## config.mk

```make
export PLATFORM = sky130hd
export DESIGN_NAME = mlsam_merge
export DESIGN_NICKNAME = d
export VERILOG_FILES = /design/src/sv/mlsam_pkg.sv /design/src/sv/mlsam_merge.sv
export SDC_FILE = /design/constraint.sdc
export NUM_CORES = 2
export LEC_CHECK = 0
export BUFFER_PORTS_ARGS = -buffer_cell sky130_fd_sc_hd__buf_4
export CAP_MARGIN = 25
export CORE_ASPECT_RATIO = 0.8
export CORE_UTILIZATION = 58
export CTS_BUF_LIST = sky130_fd_sc_hd__clkbuf_8 sky130_fd_sc_hd__clkbuf_16
export DETAILED_ROUTE_END_ITERATION = 12
export HOLD_SLACK_MARGIN = 0.06
export PLACE_DENSITY = 0.79
export SYNTH_ARGS = -nofsm -noshare
export SYNTH_HDL_FRONTEND = slang
export SYNTH_SLANG_ARGS = --single-unit
export TNS_END_PERCENT = 50
```

## constraint.sdc

```tcl
create_clock -name i_clk -period 8.33 [get_ports i_clk]
set_input_delay 1.666 -clock i_clk [delete_from_list [all_inputs] [get_ports i_clk]]
set_output_delay 1.666 -clock i_clk [all_outputs]
set_load 0.005 [all_outputs]
```

## src/sv/mlsam_pkg.sv

```systemverilog
`timescale 1ns / 1ps

package mlsam_pkg;

    // Lines that have sample fields in one item.
    localparam int FIELD_LINES = 4;

    localparam int LINES_DEF     = 4;
    localparam int LEVEL_MAX_DEF = 32767;

    localparam int SAMPLE_W = 16;
    localparam int LEVEL_W  = 16;
    localparam int MASTER_W = 15;

    // One sample times one level, the sum over the lanes, then times the master level.
    localparam int PROD_W = SAMPLE_W + LEVEL_W + 1;
    localparam int PAIR_W = PROD_W + 1;
    localparam int SUM_W  = PROD_W + 2;
    localparam int MIX_W  = SUM_W + MASTER_W + 1;

    // Pipeline stages of the divide and clip unit.
    localparam int SCALE_STAGES = 4;

    localparam int CFG_IDX_W  = 3;
    localparam int CFG_DATA_W = 16;

    localparam int IN_DATA_W  = 2 * FIELD_LINES * SAMPLE_W;
    localparam int OUT_DATA_W = 2 * SAMPLE_W;

    typedef logic signed [SAMPLE_W-1:0] t_sample;
    typedef logic        [LEVEL_W-1:0]  t_level;
    typedef logic        [MASTER_W-1:0] t_master;
    typedef logic signed [PROD_W-1:0]   t_prod;
    typedef logic signed [PAIR_W-1:0]   t_pair;
    typedef logic signed [SUM_W-1:0]    t_sum;
    typedef logic signed [MIX_W-1:0]    t_mix;

    localparam logic [CFG_IDX_W-1:0] CFG_LINE0_LEVEL = 3'd0;
    localparam logic [CFG_IDX_W-1:0] CFG_LINE1_LEVEL = 3'd1;
    localparam logic [CFG_IDX_W-1:0] CFG_LINE2_LEVEL = 3'd2;
    localparam logic [CFG_IDX_W-1:0] CFG_LINE3_LEVEL = 3'd3;
    localparam logic [CFG_IDX_W-1:0] CFG_MASTER_GAIN = 3'd4;
    localparam logic [CFG_IDX_W-1:0] CFG_MASTER_MUTE = 3'd5;

endpackage

```

## src/sv/mlsam_merge.sv

```systemverilog
`timescale 1ns / 1ps

module mlsam_merge (
    input  logic               i_clk,
    input  logic [2:0]         i_en,
    input  mlsam_pkg::t_prod   i_left  [mlsam_pkg::FIELD_LINES],
    input  mlsam_pkg::t_prod   i_right [mlsam_pkg::FIELD_LINES],
    input  mlsam_pkg::t_master i_master,
    output mlsam_pkg::t_mix    o_left,
    output mlsam_pkg::t_mix    o_right
);
    import mlsam_pkg::*;

    t_pair r_left_pair  [2];
    t_pair r_right_pair [2];
    t_sum  r_left_sum;
    t_sum  r_right_sum;
    t_mix  r_left_mix;
    t_mix  r_right_mix;

    always_ff @(posedge i_clk) begin
        if (i_en[0]) begin
            r_left_pair[0]  <= PAIR_W'(i_left[0])  + PAIR_W'(i_left[1]);
            r_left_pair[1]  <= PAIR_W'(i_left[2])  + PAIR_W'(i_left[3]);
            r_right_pair[0] <= PAIR_W'(i_right[0]) + PAIR_W'(i_right[1]);
            r_right_pair[1] <= PAIR_W'(i_right[2]) + PAIR_W'(i_right[3]);
        end
        if (i_en[1]) begin
            r_left_sum  <= SUM_W'(r_left_pair[0])  + SUM_W'(r_left_pair[1]);
            r_right_sum <= SUM_W'(r_right_pair[0]) + SUM_W'(r_right_pair[1]);
        end
        if (i_en[2]) begin
            r_left_mix  <= MIX_W'(r_left_sum)  * MIX_W'(signed'({1'b0, i_master}));
            r_right_mix <= MIX_W'(r_right_sum) * MIX_W'(signed'({1'b0, i_master}));
        end
    end

    assign o_left  = r_left_mix;
    assign o_right = r_right_mix;

endmodule

```

======== After elaboration in Yosys (flattened, before gate mapping) ========
Memories as Yosys holds them, arrays and structs flattened.
Cells that the tools add are included.
word-level totals
  ROM bits ................................ 0
  latch bits .............................. 0
  bits in registers ....................... 172
  output and inout bits ................... 102
  memory bits (writable) .................. 136
  memories ................................ 2
cells by class
  multiplexer cells ....................... 2
  multiply operators ...................... 2
  add/subtract/negate cells ............... 6
  shift-type cells ........................ 0
  bitwise logic cells ..................... 0
  eq/ne operators ......................... 0
  divide/modulo/power cells ............... 0
  magnitude comparators ................... 0
  reductions and logical operators ........ 0
memories
  memory        depth  width  read ports  clocked after memory_dff  write ports  line               RTL
  r_left_pair   2      34     2           0                         2            mlsam_merge.sv:14  t_pair r_left_pair [2];
  r_right_pair  2      34     2           0                         2            mlsam_merge.sv:15  t_pair r_right_pair [2];
operators with widths
  cell            count
  $add 33x33->34  4
  $mul 35x16->51  2
  $add 34x34->35  2
  $mux 1          2

======== Longest topological paths before layout ========
  depth after elaboration ................. 2
  gate-level depth with buffers ........... 27
  gate-level depth less buffers ........... 25

======== Worst setup path before layout ========
No wires, ideal clock.
  kind .................................... input port to flip-flop
  start point ............................. in i_master[7]
  end point ............................... reg r_left_mix[50], in the netlist o_left[50], data pin
  data arrival time ....................... 7.607 ns
  data required time ...................... 8.070 ns
  setup time .............................. 0.260 ns
  stages on the path ...................... 24
  slack ................................... 0.463 ns
  cell sequence ........................... clkbuf_1 clkbuf_1 nand2_1 fa_1 inv_1 fa_1 inv_1 fa_1 inv_1 fa_1 fa_1 inv_1 fa_1 inv_1 ha_1 and2_1 or2_1 a211oi_1 nand3_1 a2111oi_4 o2111ai_1 a311o_1 a21oi_1 xnor2_1
between the ends
  cells in the longest elaborated chain, start to end .. 1
ends and longest elaborated chain
  what                    line               RTL
  start: declaration      mlsam_merge.sv:8   input mlsam_pkg::t_master i_master,
  $mul 35x16->51          mlsam_merge.sv:33  r_left_mix <= MIX_W'(r_left_sum) * MIX_W'(signed'({1'b0, i_master}));
  end signal: assignment  mlsam_merge.sv:33
  end: declaration        mlsam_merge.sv:18  t_mix r_left_mix;
No other way between the ends.
A chain may end at the register's enable or synchronous reset.

======== Worst setup path after layout ========
  start point ............................. in i_master[1]
  end point ............................... reg r_left_mix[47], in the netlist o_left[47], data pin
Same word-level chain as after synthesis.

==> impl_results.md <==
* Routed length per placed instance at 18.2 um
* Synthesized area at 54,900 um2
* Final setup fails at 0
* # DRC at 0
* Initial antenna violation count at 3
* Hpwl dp at between 100 and 150 mm
* CP endpoint kind: flip-flop
* Number of global-route vias before repair at ~43,000
* Gr ovfl total at 0
* Largest net degree at the start of global routing at 71
* Dpl cells at 7,253
* Final non-filler cell total at 7,321
* Fillers at ~7,300
* Top cells by area, synth: fa_1 (36%), edfxtp_1 (17%), ha_1 (10%)
* DRT antenna net count at 0
* Design Area, Final at 60,700 um2
* Initial core utilization at 58.8%
* Vias per cell at around 5.6
* Cells after Synth at between 5,000 and 6,000
* P&R area growth vs syn at 10.6%
* Most used cell, CP: fa_1
* Worst-path cell chain: buf_4 -> buf_4 -> nand2_1 -> fa_1 -> fa_1 -> fa_1 -> inv_1 -> fa_1 -> fa_1 -> inv_1 -> fa_1 -> inv_1 -> ha_1 -> o21a_1 -> o21ai_1 -> buf_4 -> nor4_1 -> buf_4 -> o21a_1 -> nor2_1 -> o21ai_0 -> buf_4 -> mux2i_1 -> nand4_1
* Slew headroom at around 34%
* Worst-Skew Late Latency at around 620 ps
* # IOs at 385
* Synth cell types at 82
* Die width at 346 um
* Syn nets at 7,451
* Slew @ Worst Pin at 983 ps
* Clock Skew at 37.9 ps
* Total track usage at 29.0%
* Iter 0 DRT Violations at 2,870
* DRT Pass-1 Iters at 6
* Share of the synthesized area in the top cell type at 36.2%
* CP startpoint kind: input pin
* Die H at 277 um
* Setup TNS at 0 ps
* Core area at roughly 93,000 um2
* Hold slack at 550 ps
* Number of flops mapped to enable cells by yosys at 308
* Mean post-synth cell area at 9.57 um2
* TritonCTS clock tree: yes
* CTS clock-pin slew for the worst setup and hold paths at 60 ps
* Syn. warnings at 0
* Synthesis-stage register bit count at 308
* Clock sink count at 308
* Routed wire length at 133 mm
* Final hold violation count at 0
* Minimum clock period at 8090 ps
* CTS resizes at 0
* Ys flop type: edfxtp_1
* Buffers on Ports at 384
* Asr flop ratio synth at 0%
* Critical Path Fanout Max at 25
* Most frequent cells in the layout: inv_1 (1,156), fa_1 (992), nand2_1 (733)
* Tightest Hold Check Type: reg2reg
* Global-route wire length before repair at between 200 and 250 mm
* Max-cap violations at 0
* Routed vias at between 40,000 and 50,000
* Total CTS buffers at 38
* Fmax at between 0.1 and 0.15 GHz
* # hold bufs at CTS at 0
* Routability cong. at 0.921
* CP required at 8640 ps
* Post-DP Area at 59,500 um2
* Yosys top cell by area: fa_1
* Slowest-stage cell, CP: nor4_1
* Postcts setup bufs at 0
* CTS Buffer Depth at 3
* Layout cell share with drive strength beyond 1 at about a tenth
* Max-slew violations at 0
* Part of the Yosys area used for sequential elements at between 15 and 20%
* Die area at 95,900 um2
* RSZ-0062 raised after global routing: false
* Final nets at a little under 8,000
* Commonest non-fill, non-tap cell in the layout: inv_1
* Final Cycle Share at about 97%
* Status: finished clean
* Core Rows at 100
* Crit Path Category: in2reg
* Critical Path Max Stage Delay at 580 ps
* H-tree depth at 2
* Root Buffer Master: clkbuf_16
* Crit path arrival time at 8400 ps
==> synth_stat cells, drive strengths merged, types with 6 or more instances <==
library cell / n
inv: 1152
fa: 992
nand2: 733
ha: 440
and2: 432
edfxtp: 308
a21oi: 233
clkbuf: 204
xnor2: 187
nor2: 156
o21ai: 144
a21o: 133
xor2: 78
nand3: 51
o21a: 48
o21bai: 44
nor2b: 39
nor3: 36
nand2b: 35
a31oi: 33
a211oi: 29
and3: 20
nand4: 19
o31ai: 16
a21boi: 13
o211ai: 13
or3: 12
a31o: 8
a2111oi: 7
a211o: 7
nor3b: 7
and4: 6
nor4: 6
==> logic make-up (layout without fill, tap and decap cells) <==
kind of cell	after synthesis	count (layout)	synth area share [%]
DFF	308	308	16.8
other	0	1	0
AOI/OAI and AO/OA	799	799	9.62
muxes	5	5	0.0911
adders and majority gates	1432	1432	46.2
xor gates and xnor gates	265	265	4.23
and+or+nand+nor	1570	1570	13.7
buffers and inverters	1357	1717	9.28
==> flip-flops by register name (all words and copies together), names as in the netlist <==
signal,flops
r_right_pair,68
o_right,51
r_left_sum,35
r_right_sum,35
r_left_pair,68
o_left,51
==> through the flow <==
step / util, % / setup WS, ps
final: 65.0 / 240
after global routing: 65.0 / 62.0
after CTS: 64.9 / 424
after detailed placement: 63.7 / -200
after global placement: 63.7 / -175
after floorplan: - / 463
==> worst max-delay path, delay by kind of cell <==
family	cells	cell delay (ps)
buffers and inverters	8	1430
AOI/OAI and AO/OA	4	770
and+or+nand+nor	4	960
adders and majority gates	7	3360
muxes	1	190
==> area by class of cell <==
class	count	area [um2]	share of cell area (%)
Multi-Input combinational cell	4071	40600	66.8
Sequential cell	308	9250	15.2
Inverter	1152	4320	7.12
Timing Repair Buffer	498	3830	6.30
Tap cell	1224	1530	2.52
Clock buffer	38	951	1.57
Clock inverter	29	248	0.408
Antenna cell	1	2.50	0.00412
==> routing by layer <==
metal,part of all wire [%],global-route usage (%),up-vias
met2,45,45.7,1784
met1,42,39.8,20248
met3,10,7.30,256
met5,0,0,-
li1,-,-,18661
met4,2.9,8.47,0
==> final timing paths <==
| path | slack (ps) | startpoint | cells after the start | to |
|---|---|---|---|---|
| hold / removal | 550 | r_left_pair[0][34] | 1 | r_left_sum[0] |
| hold reg to reg | 550 | r_left_pair[0][34] | 1 | r_left_sum[0] |
| setup reg to reg | 760 | r_right_sum[10] | 21 | o_right[50] |
| setup / recovery | 240 | i_master[1] | 24 | o_left[47] |
Power is left out: the tool's default activity adds up to more than one toggle a clock period on the data nets, which glitch-free logic cannot reach.
