File: config.mk
export PLATFORM = sky130hd
export DESIGN_NAME = mlsam_scale
export DESIGN_NICKNAME = d
export VERILOG_FILES = /design/src/sv/mlsam_pkg.sv /design/src/sv/mlsam_scale.sv
export SDC_FILE = /design/constraint.sdc
export NUM_CORES = 1
export LEC_CHECK = 0
export BUFFER_PORTS_ARGS = -buffer_cell sky130_fd_sc_hd__buf_2
export CAP_MARGIN = 25
export CORE_ASPECT_RATIO = 1.25
export CORE_UTILIZATION = 40
export DETAILED_ROUTE_END_ITERATION = 6
export SLEW_MARGIN = 20
export SYNTH_ARGS = -nofsm -noshare
export SYNTH_HDL_FRONTEND = slang
export SYNTH_SLANG_ARGS = --single-unit
File: constraint.sdc
create_clock -name i_clk -period 11.7 [get_ports i_clk]
set_input_delay 1.17 -clock i_clk [delete_from_list [all_inputs] [get_ports i_clk]]
set_output_delay 1.17 -clock i_clk [all_outputs]
set_load 0.02 [all_outputs]
File: src/sv/mlsam_pkg.sv
`timescale 1ns / 1ps

package mlsam_pkg;

    // Lines that have sample fields in one item.
    localparam int FIELD_LINES = 4;

    localparam int LINES_DEF     = 4;
    localparam int LEVEL_MAX_DEF = 32767;

    localparam int SAMPLE_W = 16;
    localparam int LEVEL_W  = 16;
    localparam int MASTER_W = 15;

    // One sample times one level, the sum over the lanes, then times the master level.
    localparam int PROD_W = SAMPLE_W + LEVEL_W + 1;
    localparam int PAIR_W = PROD_W + 1;
    localparam int SUM_W  = PROD_W + 2;
    localparam int MIX_W  = SUM_W + MASTER_W + 1;

    // Pipeline stages of the divide and clip unit.
    localparam int SCALE_STAGES = 4;

    localparam int CFG_IDX_W  = 3;
    localparam int CFG_DATA_W = 16;

    localparam int IN_DATA_W  = 2 * FIELD_LINES * SAMPLE_W;
    localparam int OUT_DATA_W = 2 * SAMPLE_W;

    typedef logic signed [SAMPLE_W-1:0] t_sample;
    typedef logic        [LEVEL_W-1:0]  t_level;
    typedef logic        [MASTER_W-1:0] t_master;
    typedef logic signed [PROD_W-1:0]   t_prod;
    typedef logic signed [PAIR_W-1:0]   t_pair;
    typedef logic signed [SUM_W-1:0]    t_sum;
    typedef logic signed [MIX_W-1:0]    t_mix;

    localparam logic [CFG_IDX_W-1:0] CFG_LINE0_LEVEL = 3'd0;
    localparam logic [CFG_IDX_W-1:0] CFG_LINE1_LEVEL = 3'd1;
    localparam logic [CFG_IDX_W-1:0] CFG_LINE2_LEVEL = 3'd2;
    localparam logic [CFG_IDX_W-1:0] CFG_LINE3_LEVEL = 3'd3;
    localparam logic [CFG_IDX_W-1:0] CFG_MASTER_GAIN = 3'd4;
    localparam logic [CFG_IDX_W-1:0] CFG_MASTER_MUTE = 3'd5;

endpackage

File: src/sv/mlsam_scale.sv
`timescale 1ns / 1ps

module mlsam_scale #(
    parameter int LEVEL_MAX = mlsam_pkg::LEVEL_MAX_DEF
) (
    input  logic                                  i_clk,
    input  logic [mlsam_pkg::SCALE_STAGES-1:0]    i_en,
    input  mlsam_pkg::t_mix                       i_mix,
    output mlsam_pkg::t_sample                    o_sample
);
    import mlsam_pkg::*;

    localparam int     QW   = $clog2(LEVEL_MAX + 1);
    localparam int     MW   = MIX_W;
    localparam longint DIV  = longint'(LEVEL_MAX) * longint'(LEVEL_MAX);
    localparam longint SAT  = (longint'(LEVEL_MAX) + 1) * DIV;
    // Below SAT the magnitude fits in XW bits and the quotient is at most LEVEL_MAX.
    localparam int     XW   = $clog2(SAT);
    localparam int     DW   = $clog2(DIV + 1);
    localparam int     SH   = (DW > 16) ? DW - 16 : 0;
    localparam int     HW   = XW - SH;
    localparam int     RS   = HW + 1;
    localparam longint RCP  = (longint'(1) << (RS + SH)) / DIV;
    localparam int     RW   = $clog2(RCP + 1);
    localparam int     PW   = HW + RW;
    localparam logic [MW-1:0] SAT_LIM = MW'(SAT);
    localparam logic [XW-1:0] DIV_X   = XW'(DIV);
    localparam logic [RW-1:0] RCP_W   = RW'(RCP);

    // Stage 0 takes the magnitude. Stage 1 checks for overflow and estimates the
    // quotient from the upper magnitude bits; the estimate is low by at most one.
    // Stage 2 multiplies it back and stage 3 corrects it by the remainder.
    logic          r_s0_neg;
    logic [MW-1:0] r_s0_mag;
    logic          r_s1_neg;
    logic          r_s1_sat;
    logic [XW-1:0] r_s1_x;
    logic [QW-1:0] r_s1_qe;
    logic          r_s2_neg;
    logic          r_s2_sat;
    logic [XW-1:0] r_s2_x;
    logic [QW-1:0] r_s2_qe;
    logic [XW-1:0] r_s2_prod;
    logic          r_s3_neg;
    logic          r_s3_sat;
    logic [QW-1:0] r_s3_q;

    logic [HW-1:0] w_xhi;
    logic [PW-1:0] w_est;
    logic [XW-1:0] w_rem;

    assign w_xhi = r_s0_mag[XW-1:SH];
    assign w_est = PW'(w_xhi) * PW'(RCP_W);
    assign w_rem = r_s2_x - r_s2_prod;

    always_ff @(posedge i_clk) begin
        if (i_en[0]) begin
            r_s0_neg <= i_mix[MW-1];
            r_s0_mag <= i_mix[MW-1] ? MW'(-i_mix) : MW'(i_mix);
        end
        if (i_en[1]) begin
            r_s1_neg <= r_s0_neg;
            r_s1_sat <= r_s0_mag >= SAT_LIM;
            r_s1_x   <= r_s0_mag[XW-1:0];
            r_s1_qe  <= w_est[RS +: QW];
        end
        if (i_en[2]) begin
            r_s2_neg  <= r_s1_neg;
            r_s2_sat  <= r_s1_sat;
            r_s2_x    <= r_s1_x;
            r_s2_qe   <= r_s1_qe;
            r_s2_prod <= XW'(r_s1_qe) * DIV_X;
        end
        if (i_en[3]) begin
            r_s3_neg <= r_s2_neg;
            r_s3_sat <= r_s2_sat;
            r_s3_q   <= r_s2_qe + QW'(w_rem >= DIV_X);
        end
    end

    logic [SAMPLE_W-1:0] w_mag;

    assign w_mag    = r_s3_sat ? SAMPLE_W'(LEVEL_MAX) : SAMPLE_W'(r_s3_q);
    assign o_sample = r_s3_neg ? t_sample'(-w_mag) : t_sample'(w_mag);

endmodule

# Word-level counts from Yosys, hierarchy flattened
# Cells that the tools add are included.
word_totals:
  ff_bits: 238
  latch_bits: 0
  mem_bits_rw: 0
  rom_bits: 0
  mem_count: 0
classes:
  addsub: 4
  multipliers: 2
  div: 0
  order_cmp: 2
  eq_ne: 0
  shift: 0
  muxes: 3
  bitwise_logic: 0
  n_reduce_logical: 0
op_table:
  columns: ["operator", "count"]
  rows:
  - ["51-bit by 45-bit greater-or-equal comparator with 1-bit output (second input constant)", 1]
  - ["51-bit negation", 1]
  - ["50-bit two-way mux", 1]
  - ["45-bit by 30-bit greater-or-equal comparator with 1-bit output (second input constant)", 1]
  - ["15-bit by 30-bit multiplier with 45-bit output (second input constant)", 1]
  - ["31-bit by 15-bit multiplier with 45-bit output (second input constant)", 1]
  - ["45-bit subtractor", 1]
  - ["16-bit two-way mux", 1]
  - ["15-bit negation with 16-bit output", 1]
  - ["15-bit by 1-bit adder with 15-bit output", 1]
  - ["15-bit two-way mux", 1]

# Longest topological paths before layout
# Gate-level depths: netlist of run 1.
depth:
  depth_word: 3
  depth_mapped: 22
  ltp_nobuf: 22

# Least setup slack after synthesis of run 1
# Ideal clock, no wire load.
synth_timing:
  path_kind: "register to register"
  startpoint: "register r_s1_qe[4]"
  endpoint: "register r_s2_prod[43] (data pin)"
  setup_time_ns: 0.270
  t_arrival_ns: 5.992
  t_required_ns: 11.430
  path_slack_ns: 5.438
  path_stages_with_launch: 21
  synth_period_minus_slack_ns: 6.262
  path_cell_list: "edfxtp_1 fa_1 inv_1 fa_1 fa_1 fa_1 inv_1 fa_1 inv_1 fa_1 inv_1 ha_1 and3_1 o211a_1 a211oi_1 o21ai_0 nand3_1 a211oi_1 o31ai_1 a311oi_1 xor2_1"
synth_between:
  elab_chain_len: 1
synth_rtl:
  columns: ["item", "line_no", "source"]
  rows:
  - ["start, declared", "mlsam_scale.sv:38", "logic [QW-1:0] r_s1_qe;"]
  - ["start signal, assigned", "mlsam_scale.sv:65", "r_s1_qe <= w_est[RS +: QW];"]
  - ["15-bit by 30-bit multiplier with 45-bit output", "mlsam_scale.sv:72", "r_s2_prod <= XW'(r_s1_qe) * DIV_X;"]
  - ["end signal, assigned", "mlsam_scale.sv:72", null]
  - ["end, declared", "mlsam_scale.sv:43", "logic [XW-1:0] r_s2_prod;"]
# Every way passes these cells.
# A chain may end at the register's enable or synchronous reset.

# Final worst setup path of run 1
layout_timing:
  startpoint: "register r_s1_qe[3]"
  endpoint: "register r_s2_prod[43] (data pin)"
# Same word-level chain as after synthesis.

==> results of run 1 <==
sequential cells by signal, summed over array words and instances, names as in the netlist:
signal / count
r_s1_sat: 1
r_s2_qe: 14
r_s0_neg: 1
r_s2_x: 45
r_s3_q: 15
r_s0_mag: 51
r_s1_x: 45
r_s2_prod: 29
r_s2_neg: 1
r_s3_neg: 1
r_s1_qe: 15
r_s2_sat: 1
r_s3_sat: 1
r_s1_neg: 1
layer usage:
| metal | vias to the layer above | GRT usage (%) |
|---|---|---|
| li1 | 5683 | - |
| met1 | 5374 | 22.73 |
| met2 | 250 | 30.58 |
| met3 | 69 | 1.568 |
| met4 | 0 | 7.361 |
| met5 | - | 0 |
per-stage QoR:
stage,setup slack (ns),hold WS (ns),std cells,utilization [%],cell area [um2]
after detailed placement,4.989,0.4045,2111,42.84,17620
after floorplan,5.438,0.4003,1521,-,16680
after global routing,4.569,0.4181,2152,44.70,18380
after CTS,4.959,0.4174,2152,44.70,18380
after global placement,5.050,0.4034,2111,42.84,17620
final,4.996,0.4155,2152,44.70,18380
layout by cell type (no fill, tap or decap), types with 5 or more instances in the layout:
cell	netlist	routed
nand3_1	33	33
a21oi_1	84	84
o41ai_1	8	8
a21o_1	46	46
o21bai_1	10	10
o21ai_0	63	63
and3_1	20	20
o31ai_1	20	20
edfxtp_1	221	221
nor3_1	21	21
inv_1	173	173
ha_1	205	205
a211o_1	6	6
nor2_1	63	63
xor2_1	22	22
nand2b_1	11	11
nor2b_1	15	15
o2111ai_1	8	8
and2_1	8	8
nand4_1	14	14
o211ai_1	7	7
a2111oi_0	5	5
clkbuf_16	0	23
a211oi_1	17	17
or3_1	12	12
mux2i_1	10	10
or4_1	11	11
a31oi_1	6	6
nand2_1	89	89
nor4_1	19	19
xnor2_1	105	105
fa_1	73	73
o21a_1	12	12
buf_2	0	70
layout make-up:
type	count	area (um2)	share of cell area [%]
clock buffers	26	586.8	3.192
clock inverters	15	178.9	0.9733
inverters	173	649.4	3.533
multi-input cells	1091	9260	50.37
flip-flops and latches	221	6636	36.10
well taps	552	690.7	3.757
repair buffers	74	380.4	2.069
cells by family after synthesis:
logic type,after synthesis,synth area share [%]
AO/OA/AOI/OAI,332,13.32
XOR/XNOR,127,6.668
adder cells (fa/ha/maj),278,24.14
buffers and inverters,209,4.703
flip-flops,221,39.78
multiplexers,10,0.6001
AND/OR/NAND/NOR,344,10.79
final timing paths:
kind,from,end,slack (ns),cells past startpoint
worst max register to register,r_s1_qe[3],r_s2_prod[43],5.00,20
worst min register to register,r_s0_mag[8],r_s1_x[8],0.42,0
worst min-delay path,r_s0_mag[8],r_s1_x[8],0.42,0
worst max-delay path,r_s1_qe[3],r_s2_prod[43],5.00,20
==> metrics.txt, run 1 <==
arrival time worst endpoint 6.97 ns; peak clock frequency supported by timing 0.1492 GHz; final wirelength 37140 um; final count of hold timing violations 0; slew at the pin closest to its max-slew limit 0.9128 ns; routed length on met1 16480 um; fraction of layout instances using a drive strength above 1 8.125%; average cell area after synthesis 10.97 um2; slowest cell on the critical path fa_1; number of nets at the end of the flow 1918; number of synthesis warnings 0; count of hold buffers inserted by post-cts repair 0; Final Max Slew Viols 0; total die area 42530 um2; DP HPWL 30860 um; Setup TNS Final 0 ns; Initial Util 40.56%; run status finished clean; I/O Buffers 71; clock-pin slew on the worst setup and hold paths 0.06 ns; max_slew headroom 39.15%; height of the chip 230.3 um; worst clock skew 0.01228 ns; biggest cell delay along the critical path 0.64 ns; number of filler cells placed in the layout 3880; startpoint kind of the worst setup timing path register; sum of met3 wire segment lengths after detailed routing 1255 um; top routing layer in use met4; net count of the mapped netlist 1855; met2 WL post-DR 17840 um; initial antenna violation count 1; crit-path max FO 5; Antenna Cells 0; Syn Inst Count 1521; clock period minus worst slack 6.704 ns; maximum number of pins on one net before global-route repair 73; DRC violations left 0; First-pass DRT Iterations 5; cell family contributing the most delay on the critical path adder cells; number of enable flip-flop cells after synthesis 221; most frequently used cell type in the post-synthesis netlist edfxtp_1; sequential-to-total area share from yosys stat 39.78%; Tcrit/Tclk final 57.30%; number of design-rule violations left by the first detailed-router iteration 747; number of buffers inserted during clock tree synthesis 23; Bufs on Longest Clock Path 3; global router's overall resource usage 17.75%; I/O pin count 72; critical path required time 11.96 ns; # Post-CTS Setup Buffers 0; most repeated library cell on the critical path fa_1; vias per cell 5.286; type of destination of the critical path register; post-synth top area share 39.78%; critical path type register to register; H-tree Lvls 1; unrepaired setup endpoints after global routing false; Root Buffer Master clkbuf_16; biggest area consumer among synthesized cells edfxtp_1; most frequent cells after synthesis edfxtp_1 (221), ha_1 (205), inv_1 (173); Num Clock Sinks 221; Core Area 41120 um2; placer congestion estimate 0.9202; number of register bits inferred by synthesis 221; via count of the routed design 11380; Rows 83; top cells by area in the synthesized netlist edfxtp_1 (40%), ha_1 (15%), fa_1 (8.8%), xnor2_1 (5.5%), inv_1 (3.9%); ys flop type edfxtp_1; leftover overflow at the end of global routing 0; sequence of cells on the critical path fa_1 -> inv_1 -> fa_1 -> fa_1 -> fa_1 -> inv_1 -> fa_1 -> inv_1 -> fa_1 -> inv_1 -> ha_1 -> and3_1 -> o211a_1 -> a211oi_1 -> o21ai_0 -> nand3_1 -> a211oi_1 -> o31ai_1 -> a311oi_1 -> xor2_1; number of nets still failing antenna checks after routing 0; class of the most critical hold timing path register to register; buffers and inverters on the worst path 4; global-route wire length before repair 59000 um; Layout Area Growth over Synthesis 10.20%; number of gates given a new drive strength after cts 0; Worst-Skew Late Latency 0.52 ns; detail-routed net length per standard cell 17.26 um; number of maximum-capacitance constraint violations 0; number of setup violations in the final report 0; clock tree from TritonCTS done; width of the chip 184.7 um; synthesized area 16680 um2; share of flip-flops with an asynchronous set or reset after synthesis 0%; number of unique standard cell types used by synthesis 70; vias in the first global route 11130
Power of run 1 is left out: the tool's default activity adds up to more than one toggle a clock period on the data nets, which glitch-free logic cannot reach.
==> run 2, diff against run 1 <==
--- a/config.mk
+++ b/config.mk
@@ -5,6 +5,7 @@
 export SDC_FILE = /design/constraint.sdc
 export NUM_CORES = 1
 export LEC_CHECK = 0
+export ABC_AREA = 1
 export BUFFER_PORTS_ARGS = -buffer_cell sky130_fd_sc_hd__buf_2
 export CAP_MARGIN = 25
 export CORE_ASPECT_RATIO = 1.25
==> constraint.sdc (replaced) <==
create_clock -name i_clk -period 5.8 [get_ports i_clk]
set_input_delay 0.58 -clock i_clk [delete_from_list [all_inputs] [get_ports i_clk]]
set_output_delay 0.58 -clock i_clk [all_outputs]
set_load 0.02 [all_outputs]
==> run 2 against run 1 <==
Net effect: clock-buffer cell count decreased by 1; hold slack worse by 0.19 ns; sequential share of layout area down 3.2 points; non-clock buffer count grew 22; sequential cell count is the same; critical path depth unchanged.
==> metrics.txt, run 2 <==
launching point of the worst reg2reg path r_s1_qe[3]; number of register bits inferred by synthesis 221 (unchanged); largest registers ranked by flip-flop count r_s0_mag: 51 flops, r_s1_x: 45 flops, r_s2_x: 45 flops; number of synthesis warnings 0 (unchanged); startpoint kind of the worst setup timing path register; via count of the routed design 13570 (+19%); Worst-Skew Late Latency 0.55 ns (+0.03 ns); Tcrit/Tclk final 97.12% (+40 points); worst-case hold path end point r_s0_mag[0]; First-pass DRT Iterations 5 (unchanged); number of unique standard cell types used by synthesis 53 (-24%); multiplexer fraction of the synthesized cell area 0% (-0.60 points); I/O Buffers 71 (unchanged); leftover overflow at the end of global routing 0 (unchanged); clock-pin slew on the worst setup and hold paths 0.06 ns (about the same); worst clock skew 0.02049 ns (+0.008202 ns); top cells by area in the synthesized netlist edfxtp_1 (37%), ha_1 (14%), nand2_1 (8.9%), fa_1 (8.1%), inv_1 (7.6%); number of enable flip-flop cells after synthesis 221 (unchanged); DP HPWL 38930 um (+26%); number of nets at the end of the flow 2483 (+29%); vias in the first global route 13730 (+23%); clock tree from TritonCTS done; biggest area consumer among synthesized cells edfxtp_1; number of flip-flops under the largest register name 51 (unchanged); net count of the mapped netlist 2369 (+28%); vias per cell 4.958 (-6.2%); final count of hold timing violations 0 (unchanged); max_slew headroom 38.94% (-0.20 points); critical path type register to register; number of maximum-capacitance constraint violations 0 (unchanged); post-route worst setup slack 0.1669 ns (-4.829 ns); initial antenna violation count 0 (-1); Hold Path Cell Cnt 1 (+1); global router's overall resource usage 20.20% (+2.5 points); unrepaired setup endpoints after global routing true; cell depth of the worst flop-to-flop path 20 (unchanged); placer congestion estimate 0.9267 (+0.71%); run status finished clean; reg-to-reg slack, setup 0.17 ns (-4.83 ns); most frequently used cell type in the post-synthesis netlist nand2_1; Root Buffer Master clkbuf_16; Post-Place Cells 2694 (+28%); height of the chip 239.4 um (+4.0%); DRC violations left 0 (unchanged); main combinational cell family by area after synthesis adder cells; maximum number of pins on one net before global-route repair 76 (+4.1%); Setup WS pre-CTS -0.0002967 ns (-4.990 ns); fraction of layout instances using a drive strength above 1 10.39% (+2.3 points); type of destination of the critical path register; H-tree Lvls 1 (unchanged); number of standard cells in the final layout excluding fillers 2738 (+27%); ys flop type edfxtp_1; count of hold buffers inserted by post-cts repair 0 (unchanged); detail-routed net length per standard cell 16.50 um (-4.4%); post-synthesis compound-gate area fraction 6.270% (-7.1 points); global-route wire length before repair 71440 um (+21%); number of buffers inserted during clock tree synthesis 24 (+4.3%); average cell area after synthesis 8.865 um2 (-19%); basic-gate share of the synthesized area counting and, or, nand and nor cells 20.39% (+9.6 points); clock period minus worst slack 5.633 ns (-1.071 ns); worst hold-check slack 0.2224 ns (-0.1931 ns); Initial Util 40.69% (+0.13 points); synthesized area 18040 um2 (+8.1%); area share of fa/ha/maj cells after synthesis 22.32% (-1.8 points); critical path required time 6.09 ns (-5.87 ns); most frequent cells after synthesis nand2_1 (428), inv_1 (366), edfxtp_1 (221); Layout Area Growth over Synthesis 11.88%; number of filler cells placed in the layout 4361 (+12%); Antenna Cells 0 (unchanged); number of nets still failing antenna checks after routing 0 (unchanged); slew at the pin closest to its max-slew limit 0.9159 ns (+0.003066 ns); startpoint of the lowest-slack hold path i_mix[0]; Core Area 44330 um2 (+7.8%); Num Clock Sinks 221 (unchanged); number of design-rule violations left by the first detailed-router iteration 614 (-18%); total die area 45960 um2 (+8.1%); post-synth top area share 36.79% (-3.0 points); commonest cells after routing, fill and taps aside nand2_1 (424), inv_1 (364), edfxtp_1 (221); peak clock frequency supported by timing 0.1775 GHz (+19%); Final Max Slew Viols 0 (unchanged); number of setup violations in the final report 0 (unchanged); Rows 86 (+3.6%); crit-path max FO 5 (unchanged); I/O pin count 72 (unchanged); fin util 45.53% (+0.83 points); Post-Synth XOR/XNOR Area 6.069% (-0.60 points); class of the most critical hold timing path primary input to register; sequential-to-total area share from yosys stat 36.79% (-3.0 points); most common library cell in the layout ignoring fill and taps nand2_1; Largest Register r_s0_mag; width of the chip 191.9 um (+4.0%); terminus of the critical flop-to-flop path r_s2_prod[33]; final wirelength 45180 um (+22%); share of flip-flops with an asynchronous set or reset after synthesis 0% (unchanged); arrival time worst endpoint 5.92 ns (-1.05 ns); Bufs on Longest Clock Path 3 (unchanged); Syn Inst Count 2035 (+34%)
run 2: cell count changes after synthesis, moves of 31 or more:
| cell | change |
|---|---|
| a21o_1 | -42 |
| clkbuf_1 | -31 |
| inv_1 | +193 |
| nand2_1 | +339 |
| nand3_1 | +60 |
| nor2_1 | +108 |
| xnor2_1 | -77 |
| xor2_1 | +75 |
run 2: layer usage:
| metal | vias up | wire (um) | global-route usage (%) |
|---|---|---|---|
| met5 | - | 0 | 0 |
| met4 | 0 | 2065 | 9.163 |
| met3 | 95 | 1295 | 2.154 |
| met2 | 206 | 22630 | 36.40 |
| met1 | 6361 | 19190 | 23.91 |
| li1 | 6912 | - | - |
run 2: timing repair:
| item | in CTS | in global routing |
|---|---|---|
| setup buffers | 0 | 1 |
| endpoints found under the setup margin | 0 | 10 |
| resized for setup | 0 | 33 |
run 2: final cells by class:
class | count | area, um2 | area share (%)
multi-input cells | 1423 | 10070 | 49.90
inverters | 383 | 1438 | 7.123
clock buffers | 25 | 604.3 | 2.994
repair buffers | 96 | 545.5 | 2.703
clock inverters | 18 | 172.7 | 0.8555
flip-flops and latches | 221 | 6636 | 32.88
well taps | 572 | 715.7 | 3.546
run 2: critical path, stage by stage, from the launching register on:
cell      delay, ns
edfxtp_1       0.42
fa_2           0.60
inv_1          0.11
fa_2           0.60
fa_1           0.47
fa_1           0.55
inv_1          0.05
fa_1           0.52
inv_1          0.05
fa_1           0.49
inv_1          0.04
ha_1           0.35
nand2_1        0.14
nor2_4         0.05
nand2_1        0.06
o211ai_1       0.14
a31oi_1        0.29
o21ai_1        0.15
nand3_1        0.09
nand2_1        0.07
xor2_1         0.14
run 2: per-stage QoR:
step | area [um2] | TNS (ns)
6_report | 20180 | 0
5_1_grt | 20180 | -0.1258
4_1_cts | 20040 | 0
3_5_place_dp | 19260 | -0.0002967
3_3_place_gp | 19260 | 0
2_1_floorplan | 18040 | 0
run 2: kinds of logic (layout without fill, tap and decap cells):
group / Yosys count / after routing
XOR/XNOR: 125 / 125
AND/OR/NAND/NOR: 819 / 819
AO/OA/AOI/OAI: 201 / 201
adder cells (fa/ha/maj): 278 / 278
buffers and inverters: 391 / 522
flip-flops: 221 / 221
run 2: worst max path at each step:
stage / from / to / slack [ns]
6_report: r_s1_qe[3] / r_s2_prod[33] / 0.17
5_1_grt: r_s1_qe[3] / r_s2_prod[41] / -0.03
4_1_cts: r_s1_qe[12] / r_s2_prod[41] / 0.008
3_5_place_dp: r_s1_qe[12] / r_s2_prod[41] / -0.0003
3_3_place_gp: r_s1_qe[3] / r_s2_prod[34] / 0.08
2_1_floorplan: r_s1_qe[13] / r_s2_prod[42] / 0.13
Power of run 2 is left out for the same reason.
==> run 3, diff against run 2 <==
--- a/config.mk
+++ b/config.mk
@@ -8,9 +8,12 @@
 export ABC_AREA = 1
 export BUFFER_PORTS_ARGS = -buffer_cell sky130_fd_sc_hd__buf_2
 export CAP_MARGIN = 25
+export CELL_PAD_IN_SITES_DETAIL_PLACEMENT = 0
+export CELL_PAD_IN_SITES_GLOBAL_PLACEMENT = 1
 export CORE_ASPECT_RATIO = 1.25
 export CORE_UTILIZATION = 40
 export DETAILED_ROUTE_END_ITERATION = 6
+export PLACE_DENSITY_LB_ADDON = 0.1
 export SLEW_MARGIN = 20
 export SYNTH_ARGS = -nofsm -noshare
 export SYNTH_HDL_FRONTEND = slang
==> run 3 against run 2 <==
Net effect: final area about the same; non-clock buffer count increased by 4; highest routed layer is now met5; sequential share of layout area about the same; worst setup slack improved by 0.13 ns; hold slack better by 0.0099 ns; global-route usage is 0.66 points higher; cell count about the same.
==> metrics.txt, run 3 (synthesized netlist as in run 2, its figures left out) <==
run status finished clean; startpoint kind of the worst setup timing path register; peak clock frequency supported by timing 0.1818 GHz (+2.4%); Setup TNS Final 0 ns (unchanged); Setup WS pre-CTS 0.05270 ns (+0.05300 ns); register cell area after layout 6636 um2 (unchanged); slowest cell on the critical path fa_1; vias in the first global route 13640 (-0.67%); number of setup violations in the final report 0 (unchanged); launching point of the worst reg2reg path r_s1_qe[14]; number of nets still failing antenna checks after routing 0 (unchanged); number of standard cells in the final layout excluding fillers 2736 (-0.073%); final wirelength 46570 um (+3.1%); final count of hold timing violations 0 (unchanged); global-route wire length before repair 72590 um (+1.6%); terminus of the critical flop-to-flop path r_s2_prod[41]; most common library cell in the layout ignoring fill and taps nand2_1; I/O pin count 72 (unchanged); Num Clock Sinks 221 (unchanged); startpoint of the lowest-slack hold path i_mix[0]; number of filler cells placed in the layout 4411 (+1.1%); height of the chip 239.4 um (unchanged); biggest cell delay along the critical path 0.59 ns (about the same); cell depth of the worst flop-to-flop path 20 (unchanged); clock period minus worst slack 5.501 ns (-0.1323 ns); leftover overflow at the end of global routing 0 (unchanged); Worst-Skew Late Latency 0.54 ns (about the same); critical path required time 6.07 ns (-0.02 ns); worst clock skew 0.01738 ns (-0.003107 ns); class of the most critical hold timing path primary input to register; sequence of cells on the critical path fa_1 -> inv_2 -> fa_1 -> fa_1 -> inv_1 -> fa_1 -> fa_1 -> inv_1 -> fa_1 -> inv_1 -> ha_2 -> nand2_2 -> nor4_4 -> nand4_1 -> nand3_2 -> nand3_1 -> nand2_1 -> nand3_1 -> nand2_1 -> xor2_1; maximum number of pins on one net before global-route repair 79 (+3.9%); Initial Util 40.69% (unchanged); combined area of the multi-input logic cells 10050 um2 (-0.25%); number of buffers inserted during clock tree synthesis 22 (-8.3%); total die area 45960 um2 (unchanged); DRC violations left 0 (unchanged); max_slew headroom 33.88% (-5.1 points); placer congestion estimate 0.8654 (-6.6%); Root Buffer Master clkbuf_16; I/O Buffers 71 (unchanged); Largest Register r_s0_mag; Rows 86 (unchanged); Post-Place Cells 2697 (+0.11%); crit-path max FO 4 (-1); number of design-rule violations left by the first detailed-router iteration 710 (+16%); number of nets at the end of the flow 2485 (+0.081%); Antenna Cells 0 (unchanged); clock-pin slew on the worst setup and hold paths 0.06 ns (about the same); commonest cells after routing, fill and taps aside nand2_1 (426), inv_1 (361), edfxtp_1 (221); number of maximum-capacitance constraint violations 0 (unchanged); Hold Path Cell Cnt 1 (unchanged); Bufs on Longest Clock Path 3 (unchanged); Final Max Slew Viols 0 (unchanged); reg-to-reg slack, setup 0.30 ns (+0.13 ns); type of destination of the critical path register; number of flip-flops under the largest register name 51 (unchanged); First-pass DRT Iterations 5 (unchanged); clock tree from TritonCTS done; largest registers ranked by flip-flop count r_s0_mag: 51 flops, r_s1_x: 45 flops, r_s2_x: 45 flops; slew at the pin closest to its max-slew limit 0.9918 ns (+0.07595 ns); worst-case hold path end point r_s0_mag[0]; via count of the routed design 13380 (-1.5%); post-route worst setup slack 0.2991 ns (+0.1323 ns); vias per cell 4.889 (-1.4%); DP HPWL 40170 um (+3.2%); critical path type register to register; width of the chip 191.9 um (unchanged); Tcrit/Tclk final 94.84% (-2.3 points); unrepaired setup endpoints after global routing false; detail-routed net length per standard cell 17.02 um (+3.1%); H-tree Lvls 1 (unchanged); initial antenna violation count 1 (+1); arrival time worst endpoint 5.77 ns (-0.15 ns); Core Area 44330 um2 (unchanged); fraction of layout instances using a drive strength above 1 10.40% (about the same); Layout Area Growth over Synthesis 11.84% (about the same); most repeated library cell on the critical path fa_1; global router's overall resource usage 20.87% (+0.66 points)
## run 3: cell count changes in the layout (fill, tap and decap cells not counted), moves of 3 or more
cell / delta
a21oi_2: +3
buf_4: +4
bufinv_16: +3
clkinv_4: +4
clkinvlp_4: -4
inv_1: -3
inv_2: +3
inv_6: -3
## run 3: stage by stage
step                      area [um2]  utilization, %  hold slack [ns]
after floorplan                18040               -           0.4003
after global placement         19280           43.49           0.4014
after detailed placement       19280           43.49           0.4045
after CTS                      20050           45.22           0.2111
after global routing           20180           45.51           0.2129
final                          20180           45.51           0.2323
## run 3: critical path: cells and delay by family (launching register included)
family	cells	cell delay [ns]
DFF	1	0.42
and+or+nand+nor	8	0.97
adders and majority gates	7	3.55
xor gates and xnor gates	1	0.06
buffers and inverters	4	0.22
## run 3: how the worst max path moves through the flow
stage	startpoint	endpoint	slack [ns]	cells after the start
6_report	r_s1_qe[14]	r_s2_prod[41]	0.30	20
5_1_grt	r_s1_qe[6]	r_s2_prod[41]	0.02	20
4_1_cts	r_s1_qe[12]	r_s2_prod[41]	0.05	20
3_5_place_dp	r_s1_qe[3]	r_s2_prod[42]	0.05	19
3_3_place_gp	r_s1_qe[12]	r_s2_prod[41]	0.09	20
2_1_floorplan	r_s1_qe[13]	r_s2_prod[42]	0.13	19
## run 3: layer usage
layer  up-vias  part of all wire (%)  global-route usage (%)
li1       6896                     -                       -
met1      6258                    45                   25.87
met2       162                    50                   38.16
met3        58                   2.1                   1.465
met4         2                   2.7                   6.445
met5         -                 0.028                       0
## run 3: what timing repair did
action	in CTS	in global routing
endpoints found under the setup margin	0	9
setup buffers	0	2
hold buffers	0	0
gates resized for setup	0	28
## run 3: final cells by class
cell class	instances	area share, %
sequential	221	32.89
inverter	383	7.126
multi-input combinational	1423	49.79
clock inverter	15	1.060
tap	572	3.547
clock buffer	22	2.729
timing repair buffer	100	2.853
Power of run 3 is left out for the same reason.
